### config.mk
export PLATFORM = sky130hd
export DESIGN_NAME = poisson_inverse_cdf_sampler
export DESIGN_NICKNAME = d
export VERILOG_FILES = /design/src/sv/pics_pkg.sv /design/src/sv/poisson_inverse_cdf_sampler.sv /design/src/sv/pics_mul.sv /design/src/sv/pics_div.sv
export SDC_FILE = /design/constraint.sdc
export NUM_CORES = 2
export LEC_CHECK = 0
export ABC_AREA = 1
export BUFFER_PORTS_ARGS = -buffer_cell sky130_fd_sc_hd__buf_4
export CAP_MARGIN = 40
export CORE_MARGIN = 4
export CORE_UTILIZATION = 47
export DETAILED_ROUTE_END_ITERATION = 8
export HOLD_SLACK_MARGIN = 0.02
export PLACE_DENSITY = 0.62
export SYNTH_ARGS = -nofsm -noshare
export SYNTH_HDL_FRONTEND = slang
export SYNTH_HIERARCHICAL = 1
export SYNTH_SLANG_ARGS = --single-unit
### constraint.sdc
create_clock -name clk -period 11 [get_ports clk]
set_clock_uncertainty 0.15 [all_clocks]
set_input_delay 3.3 -clock clk [delete_from_list [all_inputs] [get_ports clk]]
set_output_delay 3.3 -clock clk [all_outputs]
set_load 0.02 [all_outputs]
### src/sv/pics_pkg.sv
// Package for the Poisson inverse-CDF sampler.
// Holds the fixed-point constants and the shared datapath widths.
// Used by the multiplier, the divider and the top level; depends on nothing.
package pics_pkg;

	localparam int MEAN_W = 20;
	localparam int UNI_W = 24;
	localparam int OUT_W = 8;
	localparam int PROB_W = 32;
	localparam int MUL_W = 32;
	localparam int PROD_W = 2 * MUL_W;
	localparam int DVD_W = 36;
	localparam int DVS_W = 8;

	localparam logic [MUL_W-1:0] L2E_Q30 = 32'd1549082005;
	localparam logic [MUL_W-1:0] LN2_Q32 = 32'd2977044472;
	localparam logic [PROB_W-1:0] ONE_Q31 = 32'h8000_0000;
	localparam logic [PROB_W-1:0] SAT_P = 32'hFFFF_FFFF;
	localparam logic [DVS_W-1:0] HORNER_TERMS = 8'd6;

endpackage

### src/sv/poisson_inverse_cdf_sampler.sv
// Top level of the Poisson inverse-CDF sampler: sequencer, shared units and ports.
// Depends on pics_pkg, pics_mul and pics_div.
// One transfer carries a Q4.16 mean and a Q0.24 uniform and yields one outcome. The block
// holds s_tready low while it works and takes no new item until the outcome transfer is done.
// All arithmetic runs through one registered 32x32 multiplier and one 36-bit divider that
// produces one quotient bit per cycle. exp(-mean) is formed in the setup states S_T, S_F and
// S_Y and six Horner steps of one multiply and one divide each, and then P(0) is formed; each
// searched outcome value then takes one multiply and one divide. The outcome transfer waits
// on m_tready, and the next input can be taken in the cycle after that transfer.
module poisson_inverse_cdf_sampler #(
	parameter int LIMIT_MAX = 255
) (
	input  logic        clk,
	input  logic        arst_n,
	input  logic        s_tvalid,
	output logic        s_tready,
	input  logic [47:0] s_tdata,  // mean_rate [19:0], uniform [43:20], zeros above
	output logic        m_tvalid,
	input  logic        m_tready,
	output logic [7:0]  m_tdata,  // outcome [7:0]
	input  logic        cfg_valid,
	output logic        cfg_ready,
	input  logic [7:0]  cfg_data
);

	localparam int SUM_W = pics_pkg::PROB_W + $clog2(LIMIT_MAX + 1);

	typedef enum logic [3:0] {
		S_IDLE, S_T, S_F, S_Y, S_HM, S_HD, S_HW, S_P0, S_KM, S_KD, S_KW, S_OUT
	} state_t;

	state_t state_q;
	logic [7:0]                       limit_q;
	logic [pics_pkg::MEAN_W-1:0]      mean_q;
	logic [pics_pkg::PROB_W-1:0]      tgt_q;
	logic [pics_pkg::OUT_W-1:0]       lim_q;
	logic [4:0]                       n_q;
	logic [30:0]                      y31_q;
	logic [pics_pkg::PROB_W-1:0]      r_q;
	logic [pics_pkg::DVS_W-1:0]       i_q;
	logic [pics_pkg::PROB_W-1:0]      p_q;
	logic [SUM_W-1:0]                 s_q;
	logic [pics_pkg::OUT_W-1:0]       k_q;
	logic [pics_pkg::OUT_W-1:0]       outcome_q;

	logic [pics_pkg::MUL_W-1:0]  mul_a;
	logic [pics_pkg::MUL_W-1:0]  mul_b;
	logic [pics_pkg::PROD_W-1:0] prod_q;
	logic                        div_start;
	logic [pics_pkg::DVD_W-1:0]  div_dvd;
	logic [pics_pkg::DVS_W-1:0]  div_dvs;
	logic [pics_pkg::DVD_W-1:0]  quot_q;
	logic                        div_done;

	logic [pics_pkg::OUT_W-1:0]  lim_eff;
	logic [32:0]                 p0_sh;
	logic [pics_pkg::PROB_W-1:0] p0;
	logic [pics_pkg::PROB_W-1:0] pk;
	logic [SUM_W-1:0]            s_new;

	pics_mul u_mul (
		.clk    (clk),
		.a      (mul_a),
		.b      (mul_b),
		.prod_q (prod_q)
	);

	pics_div u_div (
		.clk      (clk),
		.arst_n   (arst_n),
		.start    (div_start),
		.dividend (div_dvd),
		.divisor  (div_dvs),
		.quot_q   (quot_q),
		.done_q   (div_done)
	);

	assign s_tready = (state_q == S_IDLE);
	assign m_tvalid = (state_q == S_OUT);
	assign m_tdata = outcome_q;
	assign cfg_ready = 1'b1;

	always_comb begin
		lim_eff = (limit_q == 8'd0) ? 8'd1 : limit_q;
		if (int'(lim_eff) > LIMIT_MAX) begin
			lim_eff = 8'(LIMIT_MAX);
		end
		p0_sh = {r_q, 1'b0} >> n_q;
		p0 = p0_sh[32] ? pics_pkg::SAT_P : p0_sh[31:0];
		pk = (quot_q[pics_pkg::DVD_W-1:32] != '0) ? pics_pkg::SAT_P : quot_q[31:0];
		s_new = s_q + SUM_W'(pk);
	end

	always_comb begin
		mul_a = '0;
		mul_b = '0;
		div_start = 1'b0;
		div_dvd = '0;
		div_dvs = i_q;
		unique case (state_q)
			S_T: begin
				mul_a = pics_pkg::MUL_W'(mean_q);
				mul_b = pics_pkg::L2E_Q30;
			end
			S_F: begin
				mul_a = prod_q[45:14];
				mul_b = pics_pkg::LN2_Q32;
			end
			S_HM: begin
				mul_a = pics_pkg::MUL_W'(y31_q);
				mul_b = r_q;
			end
			S_HD: begin
				div_start = 1'b1;
				div_dvd = pics_pkg::DVD_W'(prod_q[62:31]);
			end
			S_KM: begin
				mul_a = p_q;
				mul_b = pics_pkg::MUL_W'(mean_q);
			end
			S_KD: begin
				div_start = 1'b1;
				div_dvd = prod_q[51:16];
				div_dvs = k_q;
			end
			default: begin
			end
		endcase
	end

	always_ff @(posedge clk or negedge arst_n) begin
		if (!arst_n) begin
			state_q <= S_IDLE;
			limit_q <= 8'd255;
		end else begin
			if (cfg_valid) begin
				limit_q <= cfg_data;
			end
			unique case (state_q)
				S_IDLE: begin
					if (s_tvalid) begin
						mean_q <= s_tdata[19:0];
						tgt_q <= {s_tdata[43:20], 8'd0};
						lim_q <= lim_eff;
						state_q <= S_T;
					end
				end
				S_T: state_q <= S_F;
				S_F: begin
					n_q <= prod_q[50:46];
					state_q <= S_Y;
				end
				S_Y: begin
					y31_q <= prod_q[63:33];
					r_q <= pics_pkg::ONE_Q31;
					i_q <= pics_pkg::HORNER_TERMS;
					state_q <= S_HM;
				end
				S_HM: state_q <= S_HD;
				S_HD: state_q <= S_HW;
				S_HW: begin
					if (div_done) begin
						r_q <= pics_pkg::ONE_Q31 - quot_q[31:0];
						if (i_q == 8'd1) begin
							state_q <= S_P0;
						end else begin
							i_q <= i_q - 1'b1;
							state_q <= S_HM;
						end
					end
				end
				S_P0: begin
					p_q <= p0;
					s_q <= SUM_W'(p0);
					k_q <= 8'd1;
					if (p0 >= tgt_q) begin
						outcome_q <= '0;
						state_q <= S_OUT;
					end else if (lim_q == 8'd1) begin
						outcome_q <= lim_q;
						state_q <= S_OUT;
					end else begin
						state_q <= S_KM;
					end
				end
				S_KM: state_q <= S_KD;
				S_KD: state_q <= S_KW;
				S_KW: begin
					if (div_done) begin
						p_q <= pk;
						s_q <= s_new;
						if (s_new >= SUM_W'(tgt_q)) begin
							outcome_q <= k_q;
							state_q <= S_OUT;
						end else if (k_q + 8'd1 == lim_q) begin
							outcome_q <= lim_q;
							state_q <= S_OUT;
						end else begin
							k_q <= k_q + 8'd1;
							state_q <= S_KM;
						end
					end
				end
				S_OUT: begin
					if (m_tready) begin
						state_q <= S_IDLE;
					end
				end
				default: state_q <= S_IDLE;
			endcase
		end
	end

endmodule

### src/sv/pics_mul.sv
// Shared 32 by 32 bit unsigned multiplier with a registered product.
// Depends on pics_pkg for its widths.
module pics_mul (
	input  logic                          clk,
	input  logic [pics_pkg::MUL_W-1:0]   a,
	input  logic [pics_pkg::MUL_W-1:0]   b,
	output logic [pics_pkg::PROD_W-1:0]  prod_q
);

	always_ff @(posedge clk) begin
		prod_q <= pics_pkg::PROD_W'(a) * pics_pkg::PROD_W'(b);
	end

endmodule

### src/sv/pics_div.sv
// Iterative restoring divider, one quotient bit per cycle.
// Depends on pics_pkg for its widths; done pulses for one cycle with the quotient.
module pics_div (
	input  logic                         clk,
	input  logic                         arst_n,
	input  logic                         start,
	input  logic [pics_pkg::DVD_W-1:0]  dividend,
	input  logic [pics_pkg::DVS_W-1:0]  divisor,
	output logic [pics_pkg::DVD_W-1:0]  quot_q,
	output logic                         done_q
);

	localparam int CNT_W = $clog2(pics_pkg::DVD_W + 1);

	logic [pics_pkg::DVS_W-1:0] rem_q;
	logic [pics_pkg::DVS_W-1:0] dvs_q;
	logic [CNT_W-1:0]           cnt_q;
	logic                       busy_q;
	logic [pics_pkg::DVS_W:0]   rem_sh;
	logic [pics_pkg::DVS_W:0]   rem_sub;
	logic                       take;

	always_comb begin
		rem_sh = {rem_q, quot_q[pics_pkg::DVD_W-1]};
		take = rem_sh >= {1'b0, dvs_q};
		rem_sub = rem_sh - {1'b0, dvs_q};
	end

	always_ff @(posedge clk or negedge arst_n) begin
		if (!arst_n) begin
			busy_q <= 1'b0;
			done_q <= 1'b0;
			cnt_q <= '0;
		end else begin
			done_q <= 1'b0;
			if (start) begin
				busy_q <= 1'b1;
				cnt_q <= CNT_W'(pics_pkg::DVD_W);
			end else if (busy_q) begin
				cnt_q <= cnt_q - 1'b1;
				if (cnt_q == CNT_W'(1)) begin
					busy_q <= 1'b0;
					done_q <= 1'b1;
				end
			end
		end
	end

	always_ff @(posedge clk) begin
		if (start) begin
			quot_q <= dividend;
			dvs_q <= divisor;
			rem_q <= '0;
		end else if (busy_q) begin
			rem_q <= take ? rem_sub[pics_pkg::DVS_W-1:0] : rem_sh[pics_pkg::DVS_W-1:0];
			quot_q <= {quot_q[pics_pkg::DVD_W-2:0], take};
		end
	end

endmodule
==> out/summary.txt <==
Ys Warns - 6
Starting DRT DRC Count - 3715
First-pass GRT wire length - 280000 um
Initial core utilization - 47.6%
Final Hold Fails - 0
Req. time, crit path - 11.28 ns
FMAX - 0.106 GHz
Setup bufs post-CTS - 0
CP max stage cell - nor2_4
Final setup vio count - 0
Std-Cell Core Area - 119000 sq um
CTS root buffer - clkbuf_16
Routed len/inst - 19.8 um
Antenna viol nets, final - 0
Worst setup path category - flip-flop to flip-flop
Synth Net Count - 8840
Largest net degree at the start of global routing - 70
Slew @ Worst Pin - 0.949 ns
Final core occ - 51.2%
Post-cts resize count - 0
I/O pin count - 72
Avg Cell Area, Syn - 7.51 sq um
Max_cap viols - 0
Number of H-tree levels - 2
Die footprint - 126000 sq um
Hold WC Path Type - flip-flop to flip-flop
Final setup margin - 1.55 ns
Routability cong. - 0.990
Critical path endpoint category - flip-flop
Clk pin slew, worst setup/hold paths - 0.06 ns
CP delay by family, top - adder cells
Clk sinks - 338
Post-cts hold buffer count - 0
Crit path time final - 9.45 ns
Global Route Usage Sum - 29.1%
Crit path DAT - 9.73 ns
Setup WS pre-CTS - 1.69 ns
Worst skew pair latency - 0.57 ns
Die height - 355 um
R2R Setup Slk - 1.55 ns
CP Max Fanout - 32
Final period util - 85.9%
Slew Viols, Final - 0
Number of buffers and inverters on the critical path - 7
Synth-to-layout area growth - 7.56%
Vias in the first global route - 48200
Bufs on Longest Clock Path - 3
Worst hold margin - 0.268 ns
# rows - 126
CP max stage delay - 0.64 ns
Initial antenna violation count - 2
Via density per instance - 5.15
CP dominant cell by count - fa_1
Synth Cell Area - 56500 sq um
Instance count on the critical path - 28
Vias - 46900
Initial DRT Pass Iterations - 6
RSZ-0062 raised after global routing - no
Chip Width - 355 um
Nets - 8802
Startpoint types - flip-flop
# diodes - 0
Post-Route WL - 181000 um
# port buffers - 66
TritonCTS clock tree - built
Worst R2R Path Depth - 28
Post-DP HPWL - 146000 um
Drt drc - 0
Synth Instances - 7523
Total Neg Setup Slack - 0 ns
Worst hold path stage count - 0
Num CTS Buffers - 37
Normalized max-slew margin - 36.7%
Congestion Overflow GR - 0
Status - complete, no violations
Layout cells sized above 1 - 6.12%
## sequential cells by signal, summed over array words and instances, names as in the netlist, 4 cells and up
signal	cells
u_mul/prod_q	50
s_q	40
u_div/quot_q	36
p_q	32
r_q	32
y31_q	31
tgt_q	24
mean_q	20
i_q	8
k_q	8
lim_q	8
limit_q	8
m_tdata	8
u_div/dvs_q	8
u_div/rem_q	8
u_div/cnt_q	6
n_q	5
state_q	4
## path summary, 6_finish.rpt
kind,start,to
max reg2reg,state_q[1],u_mul/prod_q[63]
min,u_mul/prod_q[63],y31_q[30]
max,state_q[1],u_mul/prod_q[63]
min reg2reg,u_mul/prod_q[63],y31_q[30]
min in group asynchronous,arst_n,u_div/cnt_q[4]
max in group asynchronous,arst_n,limit_q[4]
## cell type report
type	count	area, sq um
Clock inverter	23	196
Timing Repair Buffer	205	1880
Fill cell	11700	57900
Multi-Input combinational cell	4866	38600
Inverter	2037	7650
Clock buffer	42	986
Tap cell	1600	2000
Sequential cell	338	9480
## cell usage in the layout (no fill, tap or decap), drive strengths merged, types with 3 or more instances in the layout
cell type  count
nand3        287
o21a           3
nand3b         4
o21ai        104
a221o         15
nor2         274
clkbuf        42
xor2          48
nor3          46
dfxtp         58
dfrtp         12
a31oi         16
o21bai        18
nor3b          4
buf          204
o2111ai       12
clkinvlp       3
edfxtp       260
a21oi        159
ha           358
fa           898
or2            9
o22ai         30
a22oi          7
nand2       2463
clkinv        11
nand4         44
dfstp          8
mux2           3
xnor2         20
nor4           8
a22o           3
o211ai        20
inv         2044
## through the flow
stage          cells  instance area (sq um)
2_1_floorplan   7523                  56500
3_3_place_gp    9022                  59100
3_5_place_dp    9045                  59600
4_1_cts         9110                  60800
5_1_grt         9111                  60800
6_report        9111                  60800
## layer usage
layer | GRT usage, % | vias up | wire length [um]
met5 | 0 | - | 0
met2 | 49.1 | 1688 | 85600
li1 | - | 21900 | -
met1 | 37.3 | 22900 | 72300
met3 | 4.19 | 404 | 13000
met4 | 12.8 | 0 | 9760
Power is not shown: default switching activity piles up to over one toggle a cycle in this logic, so the estimate is an artifact.
